===== src/rtl/lwps_pkg.sv =====
// Package for the window pixel stream block.
// Holds the transaction types, opcode and command codes shared by all rtl files.
// No dependencies.
package lwps_pkg;

  typedef enum logic [1:0] {
    OP_REGION = 2'd0,
    OP_FRAME  = 2'd1,
    OP_PIXEL  = 2'd2
  } opcode_t;

  localparam logic [7:0] CMD_COL_SET = 8'h2a;
  localparam logic [7:0] CMD_ROW_SET = 8'h2b;
  localparam logic [7:0] CMD_MEM_WR  = 8'h2c;

  localparam logic [0:0] REG_FRAME_WIDTH  = 1'd0;
  localparam logic [0:0] REG_FRAME_HEIGHT = 1'd1;

  localparam logic [15:0] FRAME_WIDTH_RESET  = 16'd240;
  localparam logic [15:0] FRAME_HEIGHT_RESET = 16'd240;

  localparam int WIN_BYTES   = 11;
  localparam int IDX_W       = 4;
  localparam int QUEUE_DEPTH = 2;
  localparam int QPTR_W      = 1;
  localparam int QCNT_W      = 2;

  typedef struct packed {
    logic [1:0]  opcode;
    logic [15:0] reg_x;
    logic [15:0] reg_y;
    logic [15:0] reg_w;
    logic [15:0] reg_h;
    logic [23:0] pixel_rgb;
  } in_item_t;

  typedef struct packed {
    logic [7:0] out_byte;
    logic       is_command;
    logic       burst_end;
    logic       overrun;
    logic       last;
  } out_item_t;

  typedef enum logic [1:0] {
    JOB_WINDOW  = 2'd0,
    JOB_PIXEL   = 2'd1,
    JOB_OVERRUN = 2'd2
  } job_kind_t;

  // window: word[0..3] = x first, x last, y first, y last
  // pixel: word[0] = {high byte, low byte}, end_flag on the final pixel
  typedef struct packed {
    job_kind_t        kind;
    logic [3:0][15:0] word;
    logic             end_flag;
  } job_t;

  typedef struct packed {
    logic valid;
    job_t job;
  } job_head_t;

endpackage


===== src/rtl/lcd_window_pixel_stream_core.sv =====
// Top level of the window pixel stream block.
// Ties front end, job queue and back end together. Depends on lwps_pkg.
//
// Input channel (in_valid/in_ready/in_item): region start, full-frame start
// or one 24-bit pixel. Output channel (out_valid/out_ready/out_item): one
// link byte per transaction with command, burst end, overrun and last flags.
// A start yields eleven bytes (column set, row set, memory write); a pixel
// yields two RGB565 bytes, high first; a pixel with no count left yields one
// overrun transaction; opcode 3 yields nothing.
// Configuration: cfg_we writes cfg_data to frame width (index 0) or frame
// height (index 1); both reset to 240.
// An accepted transaction passes through the job queue and then the output
// register. The output carries one byte per cycle while the receiver takes
// them; the single byte-wide output register sets this rate.
// A two-entry job queue lets the front end keep accepting while the back end
// drains. When the receiver stalls, the output holds, the queue fills and
// in_ready drops. Reset empties the queue, clears the pixel count and
// restores the frame registers.
module lcd_window_pixel_stream_core #(
  parameter int COORD_BITS = 16
) (
  input  logic                clk,
  input  logic                rst,
  input  logic                cfg_we,
  input  logic [0:0]          cfg_index,
  input  logic [15:0]         cfg_data,
  input  logic                in_valid,
  output logic                in_ready,
  input  lwps_pkg::in_item_t  in_item,
  output logic                out_valid,
  input  logic                out_ready,
  output lwps_pkg::out_item_t out_item
);
  import lwps_pkg::*;

  logic      q_ready;
  logic      push;
  job_t      push_job;
  job_head_t head;
  logic      pop;

  lwps_front #(
    .COORD_BITS(COORD_BITS)
  ) u_front (
    .clk      (clk),
    .rst      (rst),
    .cfg_we   (cfg_we),
    .cfg_index(cfg_index),
    .cfg_data (cfg_data),
    .in_valid (in_valid),
    .in_ready (in_ready),
    .in_item  (in_item),
    .q_ready  (q_ready),
    .push     (push),
    .push_job (push_job)
  );

  lwps_queue u_queue (
    .clk     (clk),
    .rst     (rst),
    .push    (push),
    .push_job(push_job),
    .ready   (q_ready),
    .head    (head),
    .pop     (pop)
  );

  lwps_back u_back (
    .clk      (clk),
    .rst      (rst),
    .head     (head),
    .pop      (pop),
    .out_valid(out_valid),
    .out_ready(out_ready),
    .out_item (out_item)
  );

endmodule


===== src/rtl/lwps_front.sv =====
// Front end: accepts input transactions, holds frame registers and pixel count.
// Classifies each transaction into a job for the queue; opcode 3 yields none. Depends on lwps_pkg.
module lwps_front #(
  parameter int COORD_BITS = 16
) (
  input  logic             clk,
  input  logic             rst,
  input  logic             cfg_we,
  input  logic [0:0]       cfg_index,
  input  logic [15:0]      cfg_data,
  input  logic             in_valid,
  output logic             in_ready,
  input  lwps_pkg::in_item_t in_item,
  input  logic             q_ready,
  output logic             push,
  output lwps_pkg::job_t   push_job
);
  import lwps_pkg::*;

  localparam int CB    = COORD_BITS;
  localparam int PIX_W = 2 * COORD_BITS;

  logic [15:0]      frame_width;
  logic [15:0]      frame_height;
  logic [PIX_W-1:0] pixels_left;
  logic [PIX_W-1:0] pixels_left_next;

  logic [CB-1:0]    x_first;
  logic [CB-1:0]    y_first;
  logic [CB-1:0]    size_w;
  logic [CB-1:0]    size_h;
  logic [CB-1:0]    x_last;
  logic [CB-1:0]    y_last;
  logic [PIX_W-1:0] area;
  logic [7:0]       px_hi;
  logic [7:0]       px_lo;
  logic             accept;

  assign in_ready = q_ready;
  assign accept   = in_valid && in_ready;

  always_ff @(posedge clk) begin
    if (rst) begin
      frame_width  <= FRAME_WIDTH_RESET;
      frame_height <= FRAME_HEIGHT_RESET;
    end else if (cfg_we) begin
      unique case (cfg_index)
        REG_FRAME_WIDTH:  frame_width  <= cfg_data;
        REG_FRAME_HEIGHT: frame_height <= cfg_data;
        default: ;
      endcase
    end
  end

  always_comb begin
    if (in_item.opcode == OP_REGION) begin
      x_first = in_item.reg_x[CB-1:0];
      y_first = in_item.reg_y[CB-1:0];
      size_w  = in_item.reg_w[CB-1:0];
      size_h  = in_item.reg_h[CB-1:0];
    end else begin
      x_first = '0;
      y_first = '0;
      size_w  = frame_width[CB-1:0];
      size_h  = frame_height[CB-1:0];
    end
  end

  assign x_last = x_first + size_w - CB'(1);
  assign y_last = y_first + size_h - CB'(1);
  assign area   = PIX_W'(size_w) * PIX_W'(size_h);
  assign px_hi  = {in_item.pixel_rgb[23:19], in_item.pixel_rgb[15:13]};
  assign px_lo  = {in_item.pixel_rgb[12:10], in_item.pixel_rgb[7:3]};

  always_comb begin
    push             = 1'b0;
    push_job.kind    = JOB_WINDOW;
    push_job.word    = '0;
    push_job.end_flag = 1'b0;
    pixels_left_next = pixels_left;
    if (accept) begin
      unique case (in_item.opcode)
        OP_REGION, OP_FRAME: begin
          push             = 1'b1;
          push_job.kind    = JOB_WINDOW;
          push_job.word[0] = 16'(x_first);
          push_job.word[1] = 16'(x_last);
          push_job.word[2] = 16'(y_first);
          push_job.word[3] = 16'(y_last);
          pixels_left_next = area;
        end
        OP_PIXEL: begin
          push = 1'b1;
          if (pixels_left == '0) begin
            push_job.kind = JOB_OVERRUN;
          end else begin
            push_job.kind     = JOB_PIXEL;
            push_job.word[0]  = {px_hi, px_lo};
            push_job.end_flag = (pixels_left == PIX_W'(1));
            pixels_left_next  = pixels_left - PIX_W'(1);
          end
        end
        default: ;
      endcase
    end
  end

  always_ff @(posedge clk) begin
    if (rst) begin
      pixels_left <= '0;
    end else begin
      pixels_left <= pixels_left_next;
    end
  end

  a_count_down: assert property (@(posedge clk) disable iff (rst)
    (accept && in_item.opcode == OP_PIXEL && pixels_left != '0)
      |=> pixels_left == $past(pixels_left) - PIX_W'(1))
    else $error("pixel count did not step down");

endmodule


===== src/rtl/lwps_queue.sv =====
// Short job queue between front and back ends.
// Two entries in flip-flops, head shown combinationally. Depends on lwps_pkg.
module lwps_queue (
  input  logic                clk,
  input  logic                rst,
  input  logic                push,
  input  lwps_pkg::job_t      push_job,
  output logic                ready,
  output lwps_pkg::job_head_t head,
  input  logic                pop
);
  import lwps_pkg::*;

  job_t              mem [QUEUE_DEPTH];
  logic [QPTR_W-1:0] wr_ptr;
  logic [QPTR_W-1:0] rd_ptr;
  logic [QCNT_W-1:0] count;

  assign ready      = (count != QCNT_W'(QUEUE_DEPTH));
  assign head.valid = (count != '0);
  assign head.job   = mem[rd_ptr];

  always_ff @(posedge clk) begin
    if (push) begin
      mem[wr_ptr] <= push_job;
    end
  end

  always_ff @(posedge clk) begin
    if (rst) begin
      wr_ptr <= '0;
      rd_ptr <= '0;
      count  <= '0;
    end else begin
      if (push) begin
        wr_ptr <= wr_ptr + QPTR_W'(1);
      end
      if (pop) begin
        rd_ptr <= rd_ptr + QPTR_W'(1);
      end
      unique case ({push, pop})
        2'b10:   count <= count + QCNT_W'(1);
        2'b01:   count <= count - QCNT_W'(1);
        default: count <= count;
      endcase
    end
  end

  a_no_overfill: assert property (@(posedge clk) disable iff (rst)
    push |-> ready)
    else $error("job pushed into a full queue");

  a_no_underflow: assert property (@(posedge clk) disable iff (rst)
    pop |-> head.valid)
    else $error("job popped from an empty queue");

  a_count_range: assert property (@(posedge clk) disable iff (rst)
    count <= QCNT_W'(QUEUE_DEPTH))
    else $error("queue count out of range");

endmodule


===== src/rtl/lwps_back.sv =====
// Back end: expands the head job into link bytes and drives the output register.
// One byte per cycle while the receiver takes them. Depends on lwps_pkg.
module lwps_back (
  input  logic                clk,
  input  logic                rst,
  input  lwps_pkg::job_head_t head,
  output logic                pop,
  output logic                out_valid,
  input  logic                out_ready,
  output lwps_pkg::out_item_t out_item
);
  import lwps_pkg::*;

  logic [IDX_W-1:0] idx;
  logic             load;
  logic             emit;
  logic             final_byte;
  out_item_t        item_next;

  assign load = !out_valid || out_ready;
  assign emit = load && head.valid;
  assign pop  = emit && final_byte;

  always_comb begin
    item_next  = '0;
    final_byte = 1'b0;
    unique case (head.job.kind)
      JOB_WINDOW: begin
        item_next.burst_end = 1'b1;
        unique case (idx)
          4'd0: begin
            item_next.out_byte   = CMD_COL_SET;
            item_next.is_command = 1'b1;
          end
          4'd1: item_next.out_byte = head.job.word[0][15:8];
          4'd2: item_next.out_byte = head.job.word[0][7:0];
          4'd3: item_next.out_byte = head.job.word[1][15:8];
          4'd4: item_next.out_byte = head.job.word[1][7:0];
          4'd5: begin
            item_next.out_byte   = CMD_ROW_SET;
            item_next.is_command = 1'b1;
          end
          4'd6: item_next.out_byte = head.job.word[2][15:8];
          4'd7: item_next.out_byte = head.job.word[2][7:0];
          4'd8: item_next.out_byte = head.job.word[3][15:8];
          4'd9: item_next.out_byte = head.job.word[3][7:0];
          default: begin
            item_next.out_byte   = CMD_MEM_WR;
            item_next.is_command = 1'b1;
            final_byte           = 1'b1;
          end
        endcase
      end
      JOB_PIXEL: begin
        if (idx == '0) begin
          item_next.out_byte = head.job.word[0][15:8];
        end else begin
          item_next.out_byte  = head.job.word[0][7:0];
          item_next.burst_end = head.job.end_flag;
          final_byte          = 1'b1;
        end
      end
      default: begin
        item_next.overrun = 1'b1;
        final_byte        = 1'b1;
      end
    endcase
    item_next.last = final_byte;
  end

  always_ff @(posedge clk) begin
    if (rst) begin
      idx       <= '0;
      out_valid <= 1'b0;
    end else begin
      if (load) begin
        out_valid <= head.valid;
      end
      if (emit) begin
        idx <= final_byte ? '0 : idx + IDX_W'(1);
      end
    end
  end

  always_ff @(posedge clk) begin
    if (emit) begin
      out_item <= item_next;
    end
  end

  a_idx_range: assert property (@(posedge clk) disable iff (rst)
    idx <= IDX_W'(WIN_BYTES - 1))
    else $error("byte index out of range");

  a_hold_on_stall: assert property (@(posedge clk) disable iff (rst)
    (out_valid && !out_ready) |-> !pop ##1 $stable(idx))
    else $error("back end advanced while output stalled");

endmodule


===== config.mk =====
export PLATFORM = sky130hd
export DESIGN_NAME = lcd_window_pixel_stream_core
export DESIGN_NICKNAME = d
export VERILOG_FILES = /design/src/rtl/lwps_pkg.sv /design/src/rtl/lcd_window_pixel_stream_core.sv /design/src/rtl/lwps_front.sv /design/src/rtl/lwps_queue.sv /design/src/rtl/lwps_back.sv
export SDC_FILE = /design/constraint.sdc
export NUM_CORES = 1
export LEC_CHECK = 0
export BUFFER_PORTS_ARGS = -buffer_cell sky130_fd_sc_hd__buf_2
export CELL_PAD_IN_SITES_DETAIL_PLACEMENT = 0
export CELL_PAD_IN_SITES_GLOBAL_PLACEMENT = 1
export CORE_UTILIZATION = 35
export CTS_BUF_LIST = sky130_fd_sc_hd__clkbuf_8 sky130_fd_sc_hd__clkbuf_16
export DETAILED_ROUTE_END_ITERATION = 16
export PLACE_DENSITY_LB_ADDON = 0.25
export SETUP_SLACK_MARGIN = 0.02
export SYNTH_ARGS = -nofsm -noshare
export SYNTH_HDL_FRONTEND = slang
export SYNTH_SLANG_ARGS = --single-unit
export TNS_END_PERCENT = 5

===== constraint.sdc =====
create_clock -name clk -period 7.34 [get_ports clk]
set_clock_uncertainty 0.1 [all_clocks]
set_input_delay 0 -clock clk [delete_from_list [all_inputs] [get_ports clk]]
set_output_delay 0 -clock clk [all_outputs]
set_load 0.02 [all_outputs]

Word level (Yosys, flattened, before mapping)

Memories as Yosys holds them, arrays and structs flattened. A register that Yosys moved wholly into a read port is not among the register bits.
Index checks and enable logic that the tools add are counted.

ROM bits: 0
Logic and storage cells: 94
Memories: 1
Bits of input ports: 112
Register bits after elaboration: 85
Bits in writable memories: 134
Latch bits: 0
Output and inout bits: 14

Muxes and demuxes: 31
Multiply operators: 1
Div/mod/pow operators: 0
Bitwise logic cells: 1
Shift operators: 0
Equality and inequality tests: 17
Add/sub/neg operators: 10
$lt $le $gt $ge: 0
Reductions and logical operators: 20

Memories:

| memory      | words | bits a word | read ports | clocked after Yosys merged registers in | write ports | line             | RTL |
|---|---|---|---|---|---|---|---|
| u_queue.mem | 2     | 67          | 1          | 1                                       | 1           | lwps_queue.sv:14 | `job_t mem [QUEUE_DEPTH];` |

Operators with widths:

| cell                    | count |
|---|---|
| $pmux W8 S10            | 1 |
| $mux W67                | 1 |
| $mux W16                | 4 |
| $pmux W32 S2            | 1 |
| $mux W48                | 1 |
| $add A16 B16 Y16        | 2 |
| $eq A32 B1 Y1 const B   | 1 |
| $logic_not A32 Y1       | 1 |
| $mul A16 B16 Y32        | 1 |
| $mux W32                | 1 |
| $pmux W16 S2            | 1 |
| $sub A16 B1 Y16 const B | 2 |
| $sub A32 B1 Y32 const B | 1 |
| $mux W17                | 1 |
| $eq A4 B3 Y1 const B    | 4 |
| $pmux W8 S2             | 1 |
| $mux W1                 | 12 |
| $reduce_or A10 Y1       | 1 |
| $eq A4 B2 Y1 const B    | 2 |
| $eq A4 B4 Y1 const B    | 2 |
| $mux W8                 | 1 |
| $reduce_or A8 Y1        | 1 |
| $eq A2 B1 Y1 const B    | 3 |
| $reduce_bool A2 Y1      | 3 |
| 21 further kinds        | 31 |

Longest topological paths before layout

Depth in word-level cells: 7
Depth in mapped cells: 26
Gate-level depth less buffers: 24

Modules after synthesis

From an unflattened synthesis, not the netlist that was laid out.

Cell total of the unflattened synthesis: 2201
Area total of the unflattened synthesis: 20613.5 sq um

By module, submodules not included:

| module     | instances | cells an instance | sequential area each (sq um) | area each (sq um) |
|---|---|---|---|---|
| lwps_front | 1         | 1799              | 1281.2                       | 14074.7 |
| lwps_queue | 1         | 230               | 4124.0                       | 5028.6 |
| lwps_back  | 1         | 172               | 460.4                        | 1510.2 |

Worst setup path after synthesis

No wires, ideal clock.

Path kind: input to register
From: input port in_item[89] (netlist bit)
To: register u_front.pixels_left[31]
Setup time: 0.074 ns
Buffers on the path: 2
Data arrival time: 7.124 ns
Path slack: 0.042 ns
Data required time: 7.166 ns
Cell stages on the path: 25
Cells stage by stage: nor2_1 > clkbuf_1 > mux2i_1 > clkbuf_1 > nor2_1 > fa_1 > inv_1 > fa_1 > fa_1 > fa_1 > inv_1 > fa_1 > inv_1 > fa_1 > inv_1 > ha_1 > nand3_1 > nor4_1 > or4_1 > a41o_1 > a22o_1 > a31oi_4 > o21bai_2 > or4_1 > a31oi_1

Longest elaborated chain between the ends: 4
Elaborated cells on any way between the ends: 11
Those cells by class: mul: 1; eq/ne: 3; mux: 3; reduce/logical: 4

Ends and longest elaborated chain:

| element                                                | line                               | RTL |
|---|---|---|
| start, declared                                        | lcd_window_pixel_stream_core.sv:29 | `input lwps_pkg::in_item_t in_item,` |
| $logic_not A2 Y1 or $eq A2 B1 Y1 (tied branches)       | lwps_front.sv:56, lwps_front.sv:82 |  |
| $mux W16 or $reduce_or A2 Y1 (tied branches)           | lwps_front.sv:56, lwps_front.sv:82 |  |
| $mul A16 B16 Y32 or $reduce_bool A2 Y1 (tied branches) | -                                  |  |
| $pmux W32 S2 or $reduce_and A3 Y1 (tied branches)      | -                                  |  |
| end signal, assigned                                   | lwps_front.sv:112                  | `pixels_left <= pixels_left_next;` |
| end, declared                                          | lwps_front.sv:25                   | `logic [PIX_W-1:0] pixels_left;` |

Parallel ways exist; a longest one is shown, timed or not.
A chain may end at the register's enable or synchronous reset.

Worst setup path after layout

From: register u_front.frame_width[6]
To: register u_front.pixels_left[31]

Longest elaborated chain between the ends: 3

Ends and longest elaborated chain:

| element                | line             | RTL |
|---|---|---|
| start, declared        | lwps_front.sv:23 | `logic [15:0] frame_width;` |
| start signal, assigned | lwps_front.sv:48 | `REG_FRAME_WIDTH: frame_width <= cfg_data;` |
| $mux W16               | lwps_front.sv:56 | `if (in_item.opcode == OP_REGION) begin` |
| $mul A16 B16 Y32       | lwps_front.sv:71 | `assign area = PIX_W'(size_w) * PIX_W'(size_h);` |
| $pmux W32 S2           | lwps_front.sv:82 | `unique case (in_item.opcode)` |

No other way between the ends.

==> impl_metrics.yaml <==
status:
  status: "finished, final reports clean"
clock_network:
  cts_max_path_buffers: 3
  cts_buffers: 27
  clock_latency_on_the_worst_skew_pair_ns: 0.59
  numClockSinks: 220
  number_of_gates_resized_after_cts: 0
  cts_root_buf: "sky130_fd_sc_hd__clkbuf_16"
  cts_tree: "done"
  clkTransAtPathRegs_ns: 0.06
  ctsHtreeMaxLevel: 1
critical_path:
  crit_required_ns: 7.74
  cpMostUsedCell: "sky130_fd_sc_hd__fa_1"
  worst_r2r_path_depth: 23
  critical_path_peak_fanout: 5
  slowest_stage: "sky130_fd_sc_hd__fa_1"
  setup.worst_path.start_class: "flop"
  critPathCaptureType: "flop"
  critical_path_arrival_ns: 7.26
  worst_path_largest_cell_delay_ns: 0.55
  timing.critical_path.cells: "mux2_2 > inv_1 > nor2_1 > fa_1 > inv_1 > fa_1 > fa_1 > fa_1 > inv_1 > fa_1 > inv_1 > fa_1 > inv_1 > ha_1 > nand3_1 > nor4_1 > or4_1 > a41o_1 > a22o_1 > a31oi_4 > o21bai_2 > or4_1 > a31oi_1"
  criticalPathCategory: "flop to flop"
sta:
  final_min_period_over_clock_period_pct: 93.4
  relSlewSlack_pct: 37.9
  final-setup-viol-count: 0
  fin_crit_ns: 6.86
  timing.setup.tns_ns: 0
  pnr_worst_setup_slack_ns: 0.483
  report.final.slew_viol_count: 0
  setup_repair_after_global_routing_missed_its_margin: "no"
  fin_hold_ws_ns: 0.0478
  finalHoldViolations: 0
  fmax_mhz: 146
  worst-slew-pin-transition_ns: 0.932
yosys:
  largest_area_contributor_in_the_synthesized_netlist: "sky130_fd_sc_hd__edfxtp_1"
  synth_warnings: 0
  synth.cells.most_frequent: "319 x sky130_fd_sc_hd__inv_1, 315 x sky130_fd_sc_hd__nand2_1, 222 x sky130_fd_sc_hd__nor2_1, 196 x sky130_fd_sc_hd__fa_1, 169 x sky130_fd_sc_hd__ha_1"
  synth-async-reset-ratio_pct: 0
  yosys-top-cells-area: "sky130_fd_sc_hd__edfxtp_1 22%, sky130_fd_sc_hd__fa_1 19%, sky130_fd_sc_hd__ha_1 10%, sky130_fd_sc_hd__dfxtp_1 7.3%, sky130_fd_sc_hd__inv_1 5.9%"
  ys_ff_latch: 220
  netlist.area_leader.share_pct: 21.7
  synthFlopType: "sky130_fd_sc_hd__edfxtp_1"
  avgSynthCellArea_um2: 9.18
  syn-num-nets: 2675
  mappedNetlistArea_um2: 20200
  synth_most_common_cell: "sky130_fd_sc_hd__inv_1"
  synth-edff-count: 146
  synth.yosys.seq_area_share_pct: 29.1
  yosysUniqueCellTypes: 65
  syn_inst: 2198
detailed_routing:
  drt_drc_violations_left: 0
  drtIter0Drc: 853
  viasPerCell: 5.01
  dr_total_vias: 16300
  routed_wire_length_per_instance_um: 19.4
  drtAntennaViolNets: 0
  routed_wirelength_mm: 62.9
  detail_route.first_pass.iterations: 7
final_layout:
  layout.core_utilization_pct: 42.5
  antenna_cells_inserted: 0
  drive_gt1_share_pct: 14.6
  finish.net_count: 2946
  area_delta_synth_final_pct: 19.5
grt:
  track_usage_pct: 21.4
  antenna_found_initial: 0
  global_route_wire_length_before_repair_mm: 96.7
  globalRouteOverflowTotal: 0
  pin_count_of_the_biggest_net_entering_global_routing: 74
  vias_in_the_first_global_route: 17100
die:
  effective_utilization_at_floorplan_pct: 35.6
  die_h_um: 242
  floorplan.die.width_um: 242
  placement_rows: 87
  core-area_um2: 56700
  io_pins: 126
  die_area_um2: 58600
pwr:
  clock_power_share_pct: 17.5
  comb_power_share_pct: 60.4
  cell_internal_pwr_mw: 4.33
  vdd.ir_drop.worst_mv: 0.281
  total_switching_power_mw: 3.37
  net_switching_share_of_the_total_power_pct: 43.7
  p_leak_nw: 10.9
  seqPwrFrac_pct: 22.0
  pwr_density_cell_nw_per_um2: 319
flow_run:
  maxCapViolCount: 0
min_path:
  hold_class: "input pin to flop"
  whs_path_depth: 4
placement:
  placement.setup.worst_slack_ns: 0.0968
  hpwlAfterDp_mm: 50.6
  io_buffer_count: 117
  gp_congestion: 0.848
[worst paths after layout]
path                                            start  slack, ns                                   end
hold / removal                               in_valid       0.05   u_front.pixels_left[0]$_SDFFE_PP0P_
setup / recovery  u_front.frame_width[6]$_SDFFE_PP1P_       0.48  u_front.pixels_left[31]$_SDFFE_PP0P_
hold reg to reg   u_front.frame_width[9]$_SDFFE_PP0P_       0.35   u_front.frame_width[9]$_SDFFE_PP0P_
setup reg to reg  u_front.frame_width[6]$_SDFFE_PP1P_       0.48  u_front.pixels_left[31]$_SDFFE_PP0P_
[placed cells by master, fill, tap and decap left out, types with 8 or more instances in the layout]
| master | instances |
|---|---|
| sky130_fd_sc_hd__a22oi_1 | 22 |
| sky130_fd_sc_hd__xnor2_1 | 38 |
| sky130_fd_sc_hd__dlygate4sd3_1 | 73 |
| sky130_fd_sc_hd__o22ai_1 | 28 |
| sky130_fd_sc_hd__mux2i_1 | 54 |
| sky130_fd_sc_hd__nand2_1 | 315 |
| sky130_fd_sc_hd__nor4_1 | 10 |
| sky130_fd_sc_hd__nor3_1 | 27 |
| sky130_fd_sc_hd__a21o_1 | 23 |
| sky130_fd_sc_hd__ha_1 | 169 |
| sky130_fd_sc_hd__o21ai_0 | 61 |
| sky130_fd_sc_hd__o21bai_1 | 12 |
| sky130_fd_sc_hd__a31oi_1 | 16 |
| sky130_fd_sc_hd__clkinv_1 | 8 |
| sky130_fd_sc_hd__mux2_2 | 32 |
| sky130_fd_sc_hd__inv_1 | 321 |
| sky130_fd_sc_hd__clkbuf_16 | 27 |
| sky130_fd_sc_hd__nand2b_1 | 9 |
| sky130_fd_sc_hd__nor2b_1 | 15 |
| sky130_fd_sc_hd__xor2_1 | 22 |
| sky130_fd_sc_hd__a211oi_1 | 13 |
| sky130_fd_sc_hd__a21oi_1 | 130 |
| sky130_fd_sc_hd__buf_4 | 138 |
| sky130_fd_sc_hd__and2_1 | 11 |
| sky130_fd_sc_hd__nor2_1 | 220 |
| sky130_fd_sc_hd__buf_2 | 117 |
| sky130_fd_sc_hd__fa_1 | 196 |
| sky130_fd_sc_hd__nand3_1 | 23 |
| sky130_fd_sc_hd__nand3b_1 | 10 |
| sky130_fd_sc_hd__dfxtp_1 | 73 |
| sky130_fd_sc_hd__and3_1 | 17 |
| sky130_fd_sc_hd__edfxtp_1 | 146 |
[timing repair]
action	4_1_cts	5_1_grt
buffers inserted	0	0
hold endpoints to repair	107	0
hold buffers	73	0
[cell type report]
cell class	instances	area [um^2]
clock buffers	27	676
clock inverters	23	210
fillers	5577	32600
inverters	327	1230
multi-input cells	1562	12800
flip-flops and latches	220	5870
well taps	756	946
repair buffers	331	2410
[per-layer routing]
layer  vias to the layer above  global-route usage (%)  share of wire [%]
li1                       7832                       -                  -
met1                      7929                    27.3                 44
met2                       386                    37.7                 49
met3                       106                    2.03                3.3
met5                         -                       0                  0
met4                         0                    7.45                3.8
[sequential cells by signal, summed over array words and instances (netlist names), named ones only]
signal,count
u_front.frame_height,16
u_back.out_valid,1
u_front.frame_width,16
u_queue.count,2
u_back.idx,4
u_queue.mem,134
u_queue.rd_ptr,1
u_queue.wr_ptr,1
u_front.pixels_left,32
u_back.out_item,12
[power groups by stage]
stage	logic (mW)	registers, mW	clock network, mW
after floorplan	3.02	1.74	0
after global placement	4.57	1.71	0
after detailed placement	4.64	1.72	0
after CTS	4.70	1.70	1.38
after global routing	5.20	1.73	1.42
final	4.65	1.70	1.35
[critical path: cells and delay by family, from the launching register on]
family                     cells  cell delay (ns)
buffers and inverters          5             0.42
DFF                            1             0.31
adders and majority gates      7             3.30
AOI/OAI and AO/OA              5             0.97
muxes                          1             0.27
and+or+nand+nor                5             1.42
[cell families after synthesis]
logic type               Yosys count  share of synthesized area (%)
buffers and inverters            416                           7.75
AND/OR/NAND/NOR                  692                           14.7
adder cells (fa/ha/maj)          365                           29.9
XOR/XNOR                          60                           2.61
flip-flops                       220                           29.1
AO/OA/AOI/OAI                    350                           10.6
multiplexers                      95                           5.35
[through the flow]
step | std cells | cell area [um^2] | power, mW
finish | 3246 | 24100 | 7.70
CTS | 3246 | 24100 | 7.77
floorplan | 2198 | 20200 | 4.76
global route | 3246 | 24100 | 8.35
detailed placement | 3123 | 22500 | 6.36
global placement | 3123 | 22500 | 6.29
Note: power is estimated with default switching activity, not from simulation.
